--- src/rtl/assert_macros.svh ---
// assertion macros shared by the rtl files
`ifndef ASSERT_MACROS_SVH
`define ASSERT_MACROS_SVH

// property checked on the rising clock edge, off while reset is low
`define RFB_ASSERT(lbl, prop, msg) \
  lbl: assert property (@(posedge clk_i) disable iff (!rst_ni) prop) else $error(msg);

// overlapping implication built on the macro above
`define RFB_ASSERT_IMP(lbl, ante, cons, msg) \
  `RFB_ASSERT(lbl, (ante) |-> (cons), msg)

`endif

--- src/rtl/rfb_pkg.sv ---
// shared types, constants and register codes of the text blitter
package rfb_pkg;

  localparam int FRAME_WIDTH_DEF  = 64;
  localparam int FRAME_HEIGHT_DEF = 64;

  // signed coordinate width, holds cursor plus scaled glyph offset plus block step
  localparam int COORD_W = 18;

  localparam logic [15:0] TEXT_COLOR_RST = 16'hFFFF;
  localparam logic [3:0]  TEXT_SCALE_RST = 4'd1;

  // register indexes, one 32-bit word each
  localparam logic REG_TEXT_COLOR = 1'b0;
  localparam logic REG_TEXT_SCALE = 1'b1;

  typedef enum logic [2:0] {
    ACT_CURSOR = 3'd0,
    ACT_PIXEL  = 3'd1,
    ACT_FILL   = 3'd2,
    ACT_HEADER = 3'd3,
    ACT_BITMAP = 3'd4,
    ACT_READ   = 3'd5
  } action_e;

  typedef struct packed {
    logic [15:0] color;
    logic [3:0]  scale;
  } text_cfg_t;

endpackage

--- src/rtl/rfb_ctrl.sv ---
// item sequencer: cursor, glyph walk, block painter, fill sweep and read-back
module rfb_ctrl #(
  parameter int FRAME_WIDTH  = 64,
  parameter int FRAME_HEIGHT = 64,
  localparam int AddrW = $clog2(FRAME_WIDTH * FRAME_HEIGHT)
) (
  input  logic                    clk_i,
  input  logic                    rst_ni,
  input  rfb_pkg::text_cfg_t      cfg_i,
  input  logic                    in_valid_i,
  output logic                    in_ready_o,
  input  logic [2:0]              action_i,
  input  logic signed [15:0]      pos_x_i,
  input  logic signed [15:0]      pos_y_i,
  input  logic [15:0]             color_i,
  input  logic [7:0]              glyph_cols_i,
  input  logic [7:0]              glyph_rows_i,
  input  logic signed [7:0]       offset_x_i,
  input  logic signed [7:0]       offset_y_i,
  input  logic [7:0]              advance_i,
  input  logic [7:0]              bitmap_byte_i,
  output logic                    out_valid_o,
  input  logic                    out_ready_i,
  output logic [7:0]              red_o,
  output logic [7:0]              green_o,
  output logic [7:0]              blue_o,
  output logic                    in_range_o,
  output logic                    mem_we_o,
  output logic [AddrW-1:0]        mem_waddr_o,
  output logic [15:0]             mem_wdata_o,
  output logic [AddrW-1:0]        mem_raddr_o,
  input  logic [15:0]             mem_rdata_i
);
  import rfb_pkg::*;

  localparam int XW    = $clog2(FRAME_WIDTH);
  localparam int YW    = $clog2(FRAME_HEIGHT);
  localparam int Depth = FRAME_WIDTH * FRAME_HEIGHT;
  localparam logic [AddrW-1:0] LastAddr = AddrW'(Depth - 1);
  localparam logic [AddrW-1:0] WidthA   = AddrW'(FRAME_WIDTH);
  localparam logic signed [COORD_W-1:0] XLim = COORD_W'(FRAME_WIDTH);
  localparam logic signed [COORD_W-1:0] YLim = COORD_W'(FRAME_HEIGHT);

  typedef enum logic [2:0] {
    ST_IDLE,
    ST_BIT,
    ST_PAINT,
    ST_STEP,
    ST_FILL,
    ST_READ,
    ST_RESP
  } state_e;

  typedef struct packed {
    logic [15:0]        cursor_x;
    logic [15:0]        cursor_y;
    logic [7:0]         cols;
    logic [7:0]         rows;
    logic [7:0]         dx;
    logic [7:0]         dy;
    logic [7:0]         adv;
    logic [7:0]         col_pos;
    logic [7:0]         row_pos;
    logic               active;
    logic [7:0]         bits;
    logic [2:0]         bit_idx;
    logic [COORD_W-1:0] org_x;
    logic [COORD_W-1:0] cur_x;
    logic [COORD_W-1:0] cur_y;
    logic [3:0]         i;
    logic [3:0]         j;
    logic [3:0]         lim;
    logic               glyph;
    logic [15:0]        color;
    logic [AddrW-1:0]   fill_addr;
    logic               out_valid;
    logic [7:0]         red;
    logic [7:0]         green;
    logic [7:0]         blue;
    logic               in_range;
  } regs_t;

  state_e state_q, state_d;
  regs_t  r_q, r_d;

  logic                      pix_inside;
  logic [AddrW-1:0]          pix_addr;
  logic signed [9:0]         sum_x, sum_y;
  logic signed [4:0]         scl;
  logic signed [14:0]        prod_x, prod_y;
  logic signed [COORD_W-1:0] blk_x, blk_y;
  logic [7:0]                adv_src;
  logic [15:0]               adv_sum;
  logic [7:0]                col_n, row_n;

  // pixel at the current walk position, clipped and mapped to an address
  assign pix_inside = ($signed(r_q.cur_x) >= 0) && ($signed(r_q.cur_x) < XLim) &&
                      ($signed(r_q.cur_y) >= 0) && ($signed(r_q.cur_y) < YLim);
  assign pix_addr   = AddrW'(r_q.cur_y[YW-1:0]) * WidthA + AddrW'(r_q.cur_x[XW-1:0]);

  // top-left corner of the scaled block for the current glyph bit
  assign sum_x  = $signed({{2{r_q.dx[7]}}, r_q.dx}) + $signed({2'b00, r_q.col_pos});
  assign sum_y  = $signed({{2{r_q.dy[7]}}, r_q.dy}) + $signed({2'b00, r_q.row_pos});
  assign scl    = $signed({1'b0, cfg_i.scale});
  assign prod_x = sum_x * scl;
  assign prod_y = sum_y * scl;
  assign blk_x  = $signed({{2{r_q.cursor_x[15]}}, r_q.cursor_x}) + COORD_W'(prod_x);
  assign blk_y  = $signed({{2{r_q.cursor_y[15]}}, r_q.cursor_y}) + COORD_W'(prod_y);

  // cursor advance, shared by empty headers and the end of a glyph
  assign adv_src = (state_q == ST_IDLE) ? advance_i : r_q.adv;
  assign adv_sum = r_q.cursor_x + 16'(adv_src) * 16'(cfg_i.scale);

  assign col_n = r_q.col_pos + 8'd1;
  assign row_n = r_q.row_pos + 8'd1;

  always_comb begin
    state_d = state_q;
    r_d     = r_q;

    if (r_q.out_valid && out_ready_i) begin
      r_d.out_valid = 1'b0;
    end

    unique case (state_q)
      ST_IDLE: begin
        if (in_valid_i) begin
          unique case (action_e'(action_i))
            ACT_CURSOR: begin
              r_d.cursor_x = pos_x_i;
              r_d.cursor_y = pos_y_i;
            end
            ACT_PIXEL: begin
              r_d.cur_x = COORD_W'(pos_x_i);
              r_d.cur_y = COORD_W'(pos_y_i);
              r_d.i     = '0;
              r_d.j     = '0;
              r_d.lim   = '0;
              r_d.glyph = 1'b0;
              r_d.color = color_i;
              state_d   = ST_PAINT;
            end
            ACT_FILL: begin
              r_d.color     = color_i;
              r_d.fill_addr = '0;
              state_d       = ST_FILL;
            end
            ACT_HEADER: begin
              r_d.cols    = glyph_cols_i;
              r_d.rows    = glyph_rows_i;
              r_d.dx      = offset_x_i;
              r_d.dy      = offset_y_i;
              r_d.adv     = advance_i;
              r_d.col_pos = '0;
              r_d.row_pos = '0;
              if ((glyph_cols_i == 8'd0) || (glyph_rows_i == 8'd0)) begin
                r_d.active   = 1'b0;
                r_d.cursor_x = adv_sum;
              end else begin
                r_d.active = 1'b1;
              end
            end
            ACT_BITMAP: begin
              r_d.bits    = bitmap_byte_i;
              r_d.bit_idx = 3'd7;
              state_d     = ST_BIT;
            end
            ACT_READ: begin
              r_d.cur_x = COORD_W'(pos_x_i);
              r_d.cur_y = COORD_W'(pos_y_i);
              state_d   = ST_READ;
            end
            default: begin
            end
          endcase
        end
      end
      ST_BIT: begin
        if (!r_q.active) begin
          state_d = ST_IDLE;
        end else if (r_q.bits[r_q.bit_idx] && (cfg_i.scale != 4'd0)) begin
          r_d.org_x = blk_x;
          r_d.cur_x = blk_x;
          r_d.cur_y = blk_y;
          r_d.i     = '0;
          r_d.j     = '0;
          r_d.lim   = cfg_i.scale - 4'd1;
          r_d.glyph = 1'b1;
          r_d.color = cfg_i.color;
          state_d   = ST_PAINT;
        end else begin
          state_d = ST_STEP;
        end
      end
      ST_PAINT: begin
        if (r_q.i == r_q.lim) begin
          if (r_q.j == r_q.lim) begin
            state_d = r_q.glyph ? ST_STEP : ST_IDLE;
          end else begin
            r_d.i     = '0;
            r_d.j     = r_q.j + 4'd1;
            r_d.cur_x = r_q.org_x;
            r_d.cur_y = r_q.cur_y + COORD_W'(1);
          end
        end else begin
          r_d.i     = r_q.i + 4'd1;
          r_d.cur_x = r_q.cur_x + COORD_W'(1);
        end
      end
      ST_STEP: begin
        if (col_n >= r_q.cols) begin
          r_d.col_pos = '0;
          r_d.row_pos = row_n;
          if (row_n >= r_q.rows) begin
            r_d.cursor_x = adv_sum;
            r_d.active   = 1'b0;
          end
        end else begin
          r_d.col_pos = col_n;
        end
        if (r_q.bit_idx == 3'd0) begin
          state_d = ST_IDLE;
        end else begin
          r_d.bit_idx = r_q.bit_idx - 3'd1;
          state_d     = ST_BIT;
        end
      end
      ST_FILL: begin
        r_d.fill_addr = r_q.fill_addr + AddrW'(1);
        if (r_q.fill_addr == LastAddr) begin
          state_d = ST_IDLE;
        end
      end
      ST_READ: begin
        state_d = ST_RESP;
      end
      ST_RESP: begin
        if (!r_q.out_valid || out_ready_i) begin
          r_d.out_valid = 1'b1;
          r_d.in_range  = pix_inside;
          if (pix_inside) begin
            r_d.red   = {mem_rdata_i[15:11], 3'b000};
            r_d.green = {mem_rdata_i[10:5], 2'b00};
            r_d.blue  = {mem_rdata_i[4:0], 3'b000};
          end else begin
            r_d.red   = '0;
            r_d.green = '0;
            r_d.blue  = '0;
          end
          state_d = ST_IDLE;
        end
      end
      default: begin
        state_d = ST_IDLE;
      end
    endcase
  end

  always_ff @(posedge clk_i or negedge rst_ni) begin
    if (!rst_ni) begin
      state_q <= ST_IDLE;
      r_q     <= '0;
    end else begin
      state_q <= state_d;
      r_q     <= r_d;
    end
  end

  assign in_ready_o  = (state_q == ST_IDLE);
  assign out_valid_o = r_q.out_valid;
  assign red_o       = r_q.red;
  assign green_o     = r_q.green;
  assign blue_o      = r_q.blue;
  assign in_range_o  = r_q.in_range;

  assign mem_we_o    = (state_q == ST_FILL) || ((state_q == ST_PAINT) && pix_inside);
  assign mem_waddr_o = (state_q == ST_FILL) ? r_q.fill_addr : pix_addr;
  assign mem_wdata_o = r_q.color;
  assign mem_raddr_o = pix_addr;

endmodule

--- config.mk ---
export PLATFORM = sky130hd
export DESIGN_NAME = rfb_ctrl
export DESIGN_NICKNAME = d
export VERILOG_FILES = /design/src/rtl/assert_macros.svh /design/src/rtl/rfb_pkg.sv /design/src/rtl/rfb_ctrl.sv
export SDC_FILE = /design/constraint.sdc
export NUM_CORES = 1
export LEC_CHECK = 0
export BUFFER_PORTS_ARGS = -buffer_cell sky130_fd_sc_hd__buf_2
export CAP_MARGIN = 10
export CORE_AREA = 4 4 252 131
export DETAILED_ROUTE_END_ITERATION = 10
export DIE_AREA = 0 0 256 135
export PLACE_DENSITY_LB_ADDON = 0.08
export REMOVE_ABC_BUFFERS = 1
export SLEW_MARGIN = 0
export SYNTH_ARGS = -nofsm -noshare
export SYNTH_HDL_FRONTEND = slang
export SYNTH_SLANG_ARGS = --single-unit
--- constraint.sdc ---
create_clock -name clk_i -period 8 [get_ports clk_i]
set_input_delay 2 -clock clk_i [delete_from_list [all_inputs] [get_ports clk_i]]
set_output_delay 2 -clock clk_i [all_outputs]
set_load 0.01 [all_outputs]
**Word-level counts from Yosys, hierarchy flattened**

Cells that the tools add are included.

- $lt $le $gt $ge: 7
- Reduce and logical (&&, ||, !) cells: 40
- Eq/ne operators: 35
- Multiply operators: 3
- $add $sub $neg: 15
- Muxes and demuxes: 50

Operators by type and width:

| cell | count |
|---|---|
| $pmux 44 s3 | 1 |
| $mux 65 | 2 |
| $mux 100 | 1 |
| $mux 16 | 5 |
| $mux 77 | 1 |
| $pmux 16 s2 | 2 |
| $mux 57 | 1 |
| $mux 26 | 2 |
| $mux 44 | 1 |
| $pmux 21 s2 | 1 |
| $add 18x1->18 const B | 2 |
| $ge 18x1->1 const B | 2 |
| $lt 18x8->1 const B | 2 |
| $mux 18 | 2 |
| $mux 36 | 1 |
| $add 16x15->17 | 2 |
| $pmux 17 s2 | 1 |
| $mul 10x5->15 | 2 |
| $ne 2x2->1 const B | 13 |
| $mux 12 | 2 |
| $mux 24 | 1 |
| $pmux 12 s2 | 1 |
| $reduce_and 6->1 | 4 |
| $mux 3 | 7 |
| 45 further kinds | 91 |

- Bits in registers: 223
- Input bits: 139
- Output and inout port bits: 68
- Logic and storage cells: 177

**Logic depth before layout (Yosys ltp)**

Gate-level depths: netlist of the first run.

- Depth after elaboration: 8
- Gate-level depth with buffers: 24
- Gate-level depth less buffers: 23

**Worst setup path after synthesis of the first run**

OpenSTA, ideal clock, no wires.

- Path type: in2reg
- Start point: input cfg_i[1] (netlist bit)
- End point: register r_q[101] (netlist bit)
- Cell stages on the path: 15
- Path slack: 2.028 ns
- Data arrival time: 5.835 ns
- Path through: clkbuf_1 > and2_1 > fa_1 > fa_1 > inv_1 > fa_1 > inv_1 > ha_1 > and2_1 > a21o_1 > or4_1 > o22ai_1 > xnor2_1 > a22oi_1 > a31oi_1

- Word-level cells in the longest chain between the ends: 5
- Elaborated cells on any way between the ends: 9
- Classes of those cells: 1 x add/sub; 1 x mul; 1 x eq/ne; 3 x mux; 3 x reduce/logical

RTL lines:

| element | line | source |
|---|---|---|
| from (decl) | rfb_ctrl.sv:9 | `input rfb_pkg::text_cfg_t cfg_i,` |
| $mul 10x5->15 | rfb_ctrl.sv:105 | `assign prod_x = sum_x * scl;` |
| $add 16x15->17 | rfb_ctrl.sv:107 | `assign blk_x = $signed({{2{r_q.cursor_x[15]}}, r_q.cursor_x}) + COORD_W'(prod_x);` |
| $mux 65 | rfb_ctrl.sv:181 | `end else if (r_q.bits[r_q.bit_idx] && (cfg_i.scale != 4'd0)) begin` |
| $mux 65 | rfb_ctrl.sv:179 | `if (!r_q.active) begin` |
| $pmux 44 s3 | rfb_ctrl.sv:125 | `unique case (state_q)` |
| to (signal assigned) | rfb_ctrl.sv:265 | `r_q <= r_d;` |
| to (decl) | rfb_ctrl.sv:84 | `regs_t r_q, r_d;` |

Several ways; a longest one is shown, not always the timed one. The select of a mux whose other input is x is not followed.
A chain may end at the register's enable or synchronous reset.

**Final worst setup path of the first run**

- Start point: input cfg_i[0] (netlist bit)
- End point: register r_q[118] (netlist bit)

- Word-level cells in the longest chain between the ends: 3
- Elaborated cells on any way between the ends: 5
- Classes of those cells: 1 x add/sub; 1 x mul; 3 x reduce/logical

RTL lines:

| element |
|---|
| branches (longest 3 deep; another with $add 16x15->17) |

Several ways; the timed one is not identified.

==> results of run 1 <==
==> cells by family after synthesis <==
family | count (synthesis) | share of synthesized area (%)
AOI/OAI and AO/OA | 414 | 14.3
xor gates and xnor gates | 101 | 4.94
adders and majority gates | 233 | 20.1
buffers and inverters | 355 | 8.76
DFF | 215 | 29.6
muxes | 85 | 5.29
other | 1 | 0.0206
and+or+nand+nor | 640 | 16.9
==> final cells by class <==
type / instances / area [um2]
multi-input combinational: 1481 / 11200
clock buffer: 32 / 659
fill: 2699 / 11100
clock inverter: 10 / 85.1
inverter: 224 / 841
timing repair buffer: 212 / 1110
tap: 408 / 510
sequential: 215 / 5380
==> per-layer routing <==
| layer | part of all wire [%] | global-route usage, % | up-vias |
|---|---|---|---|
| met5 | 0 | 0 | - |
| met4 | 1.6 | 4.72 | 0 |
| met3 | 11 | 7.64 | 57 |
| met2 | 39 | 38.1 | 665 |
| met1 | 49 | 47.4 | 7282 |
| li1 | - | - | 7088 |
==> flip-flops by register name (all words and copies together) (netlist names) <==
signal	flops
blue_o	5
green_o	6
in_range_o	1
mem_wdata_o	16
out_valid_o	1
r_q	178
red_o	5
state_q	3
==> through the flow <==
| stage | instance area (um2) | hold slack, ns | utilization [%] |
|---|---|---|---|
| detailed placement | 19100 | 0.455 | 61.6 |
| floorplan | 17500 | 0.440 | - |
| finish | 19800 | 0.465 | 64.0 |
| global placement | 19100 | 0.445 | 61.6 |
| CTS | 19800 | 0.472 | 64.0 |
| global route | 19800 | 0.499 | 64.0 |
==> Yosys cell counts (56+ instances only) <==
library cell and n:
dfrtp_1 215, a21oi_1 67, nand2_1 264, fa_1 99
xnor2_1 60, mux2_2 56, buf_4 58, ha_1 134
inv_1 222, and2_1 73, nor2_1 114, o21ai_0 166
==> path summary, 6_finish.rpt <==
check	from	endpoint	slack, ns	cells after the start
min in group asynchronous	rst_ni	blue_o[6]	1.44	1
hold / removal	green_o[3]	green_o[3]	0.46	2
setup / recovery	cfg_i[0]	r_q[118]	1.37	15
max in group asynchronous	rst_ni	r_q[184]	5.12	2
setup reg to reg	r_q[141]	r_q[118]	1.73	22
hold reg to reg	green_o[3]	green_o[3]	0.46	2
==> worst max-delay path: cells and delay by family <==
kind / cells / cell delay [ns]
AO/OA/AOI/OAI: 4 / 1.34
XOR/XNOR: 1 / 0.18
adder cells (fa/ha/maj): 4 / 1.71
buffers and inverters: 4 / 1.20
AND/OR/NAND/NOR: 2 / 0.57
==> results.md, run 1 <==
- First-pass GRT wire length: around 80000 um
- Status: complete, no violations
- Synth top area cells: dfrtp_1, fa_1, ha_1, nand2_1, inv_1
- Core area: ~31000 um2
- Async S/R FF share, synth: between 90% and 100%
- Vias: between 15000 and 20000
- Wirelength per Cell: roughly 19 um
- Gr ovfl total: 0
- Row cnt: 46
- Final Non-Filler Cells: 2582
- Io pins: between 200 and 250
- Antenna Cells: 0
- RSZ-0062 raised after global routing: no
- Yosys warns: 0
- Cell area after synthesis: 18200 um2
- Final setup viols: 0
- Final Critical Period: about 6.6 ns
- Hold Vio Cnt, Final: 0
- Clock sink count: between 200 and 250
- Worst path cell trace: buf_2 -> clkinv_1 -> nor2_1 -> fa_1 -> fa_1 -> inv_1 -> fa_1 -> inv_1 -> ha_1 -> or2_2 -> o311ai_0 -> o21ai_0 -> a31oi_1 -> xor2_1 -> o21ai_0
- Count of cell types in the netlist: 82
- DRT antenna net count: 0
- Total GRT Usage: between 20% and 30%
- Area grow syn2layout: 9.08%
- Crit path required time: around 8.4 ns
- Dominant synthesized flop cell: dfrtp_1
- Share of layout cells above drive strength 1: approximately 15%
- Worst setup path category: in -> reg
- Vias per inst: a little under 6
- Post-route DRC: 0
- Slew margin rel.: a little under a quarter
- Yosys top cell area share: between 20% and 30%
- Largest net degree at the start of global routing: just under 90
- Worst-path clk slew: ~0.060 ns
- EDFF count, synth: 0
- DRT Wirelength: about 50000 um
- Final cycle utilization of the critical path: slightly above 80%
- CTS tree: done
- Post-CTS sizing: 0
- Crit path DAT: approximately 7 ns
- Crit-path max cell delay: approximately 0.6 ns
- Hpwl dp: roughly 38000 um
- Number of placed instances, taps included: between 2000 and 3000
- Initial core utilization: between 50% and 60%
- Sequential element share of the synthesized area: slightly below 30%
- Worst-Skew Late Latency: around 0.54 ns
- Buffer levels on the longest clock path: 3
- Worst setup SP type: input pin
- DR pass1 iterations: 6
- Crit end category: register
- Initial antenna violation count: 0
- Slowest CP cell: clkinv_1
- Fmax: approximately 0.15 GHz
- DR iter-0 viols: between 1500 and 2000
- Min-delay worst type: reg -> reg
- GP Congestion: 0.948
- Setup TNS: 0 ns
- Slew @ Worst Pin: about 1.1 ns
- Syn Area/Cell: a little under 9 um2
- Vias in the first global route: roughly 14000
- FF+latch count, synth: roughly 220
- Die Y: between 100 and 150 um
- Pre-CTS WS: about 1.0 ns
- Nets: between 2000 and 3000
- Most used cell, CP: fa_1
- Synth Instances: between 2000 and 2500
- Most frequent cells in the layout: nand2_1, inv_1, dfrtp_1
- H-tree level count: 1
- Die Area: 34600 um2
- Clk_skew: about 0.014 ns
- CP max FO: 25
- Post-CTS setup buffers: 0
- Largest area contributor in the netlist: dfrtp_1
- Num CTS Buffers: 23
- Number of port buffers: 198
- Pins over their slew limit: 0
- Root Buffer: clkbuf_16
- Max-cap violations: 0
- Commonest non-fill, non-tap cell in the layout: nand2_1
- Die Span X: approximately 260 um
- Setup ws final: ~1.4 ns
- Hold buffer count at CTS: 0
Power of run 1 is not shown: default switching activity piles up to over one toggle a cycle in this logic, so the estimate is an artifact.
==> run 2: changes to the inputs <==
- ABC_AREA: default -> 1
- CORE_AREA: 4 4 252 131 -> 4 4 261 135
- DIE_AREA: 0 0 256 135 -> 0 0 265 139
- clock period: 8 -> 6.7 ns (I/O delays scaled with it)
==> results.md, run 2 <==
- Status: complete, no violations
- Setup ws final: 1.01 ns
- DRT antenna net count: 0
- Synth cell count leaders: nand2_1, inv_1, nand3_1, nor2_1, dfrtp_1
- Hold buffer count at CTS: 0
- Die Y: around 140 um
- Gr ovfl total: 0
- Slew @ Worst Pin: roughly 1.1 ns
- Row cnt: 47
- Crit path DAT: between 6 and 7 ns
- Synth Instances: around 2800
- Final Critical Period: roughly 5.7 ns
- RSZ-0062 raised after global routing: no
- CTS tree: done
- Filler instances: 3046
- Min-delay worst type: reg -> reg
- Hold Vio Cnt, Final: 0
- Yosys warns: 0
- Worst r2r path cells: 22
- CP max FO: 6
- Initial antenna violation count: 3
- Crit path required time: 7.15 ns
- DR pass1 iterations: 7
- Sequential element share of the synthesized area: 27.4%
- DR iter-0 viols: around 1400
- Core area: approximately 33000 um2
- Worst-path clk slew: roughly 0.07 ns
- Fmax: around 0.18 GHz
- Cell area after synthesis: around 20000 um2
- Commonest non-fill, non-tap cell in the layout: nand2_1
- Max-cap violations: 0
- Wirelength per Cell: 17.1 um
- DRT Wirelength: 57300 um
- Layout Utilization: 65.1%
- Worst-Skew Late Latency: 0.55 ns
- Pre-CTS WS: about 0.68 ns
- Dominant synthesized flop cell: dfrtp_1
- Total GRT Usage: 30.5%
- Final setup viols: 0
- Hpwl dp: around 45000 um
- Cell with the most instances after synthesis: nand2_1
- H-tree level count: 1
- Post-CTS setup buffers: 0
- Post-CTS sizing: 0
- Top reg by flops: r_q
- Worst hold stages: 2
- GP Congestion: around 0.95
- Post-route DRC: 0
- FF+latch count, synth: between 200 and 250
- Slew margin rel.: 24.2%
- Vias per inst: 5.37
- Hold WS: between 0.4 and 0.5 ns
- Async S/R FF share, synth: between 90% and 100%
- Buffer levels on the longest clock path: 3
- Final cycle utilization of the critical path: between 80 and 90%
- Num CTS Buffers: 23
- EDFF count, synth: 0
- Io pins: 207
- Largest net degree at the start of global routing: between 100 and 150
- First-pass GRT wire length: roughly 90000 um
- Root Buffer: clkbuf_16
- Share of layout cells above drive strength 1: between 10% and 20%
- Die Span X: around 270 um
- Clock sink count: about 220
- Vias: 18000
- Crit end category: register
- Nets: ~3300
- Syn Area/Cell: 7.08 um2
- Setup TNS: 0 ns
- Synth top area cells: dfrtp_1, nand2_1, fa_1, inv_1, ha_1
- Worst setup path category: reg -> reg
- Largest area contributor in the netlist: dfrtp_1
- Pins over their slew limit: 0
- Number of port buffers: between 150 and 200
- Die Area: ~37000 um2
- Worst setup SP type: register
- Initial core utilization: roughly 60%
- Most frequent cells in the layout: nand2_1, inv_1, nand3_1
- Yosys top cell area share: between 20% and 30%
- Count of cell types in the netlist: 51
- Max FFs per register: approximately 180
- Clk_skew: 0.0157 ns
- Vias in the first global route: 16800
- Area grow syn2layout: 8.91%
==> run 2: final timing paths <==
kind,slack [ns],start,end
min in group asynchronous,1.19,rst_ni,blue_o[7]
max in group asynchronous,4.35,rst_ni,r_q[185]
setup / recovery,1.01,r_q[141],r_q[95]
hold / removal,0.47,mem_wdata_o[8],mem_wdata_o[8]
setup reg to reg,1.01,r_q[141],r_q[95]
hold reg to reg,0.47,mem_wdata_o[8],mem_wdata_o[8]
==> run 2: cells by family (layout without fill, tap and decap cells) <==
family          count (synthesis)  after routing  share of synthesized area [%]
other cells                     1             10                         0.0191
xor+xnor                       53             53                           2.37
fa+ha+maj                     233            233                           18.6
flops                         215            215                           27.4
simple gates                 1333           1333                           28.6
buf+inv                       615            750                           13.1
mux                            25             25                           1.43
compound gates                297            297                           8.38
==> run 2: critical path: stages, from the launching register on <==
cell and delay (ns):
dfrtp_1 0.47, ha_1 0.27, inv_1 0.07, fa_1 0.40, o21ai_0 0.37, a21oi_1 0.11
o21ai_0 0.20, xor2_1 0.43, nor2_1 0.12, fa_1 0.52, fa_1 0.49, inv_1 0.05
fa_1 0.53, inv_1 0.04, ha_1 0.34, a21oi_1 0.24, nand3_1 0.25, nand2_1 0.16
nand3b_1 0.16, nand3_1 0.14, nand3_1 0.09, nand2_1 0.07, nand2_1 0.05
==> run 2: cell type report <==
class	instances	area, um2	share of cell area (%)
clock inverter	10	119	0.556
timing repair buffer	208	1090	5.09
inverter	501	1890	8.82
tap	441	552	2.58
antenna	2	5.00	0.0234
sequential	215	5380	25.2
multi-input combinational	1949	11700	54.7
clock buffer	31	646	3.02
==> run 2: metrics by stage <==
step,cells,instance area [um2]
detailed placement,3314,20600
global route,3356,21400
finish,3357,21400
floorplan,2665,19000
CTS,3355,21400
global placement,3314,20600
==> run 2: routing by layer <==
| metal | routed length (um) | vias to the layer above | part of all wire (%) | GRT usage [%] |
|---|---|---|---|---|
| li1 | - | 8855 | - | - |
| met1 | 26200 | 8426 | 46 | 44.4 |
| met5 | 12 | - | 0.021 | 0 |
| met2 | 24500 | 690 | 43 | 46.1 |
| met4 | 992 | 2 | 1.7 | 5.66 |
| met3 | 5570 | 64 | 9.7 | 8.28 |
Power of run 2 is left out for the same reason.
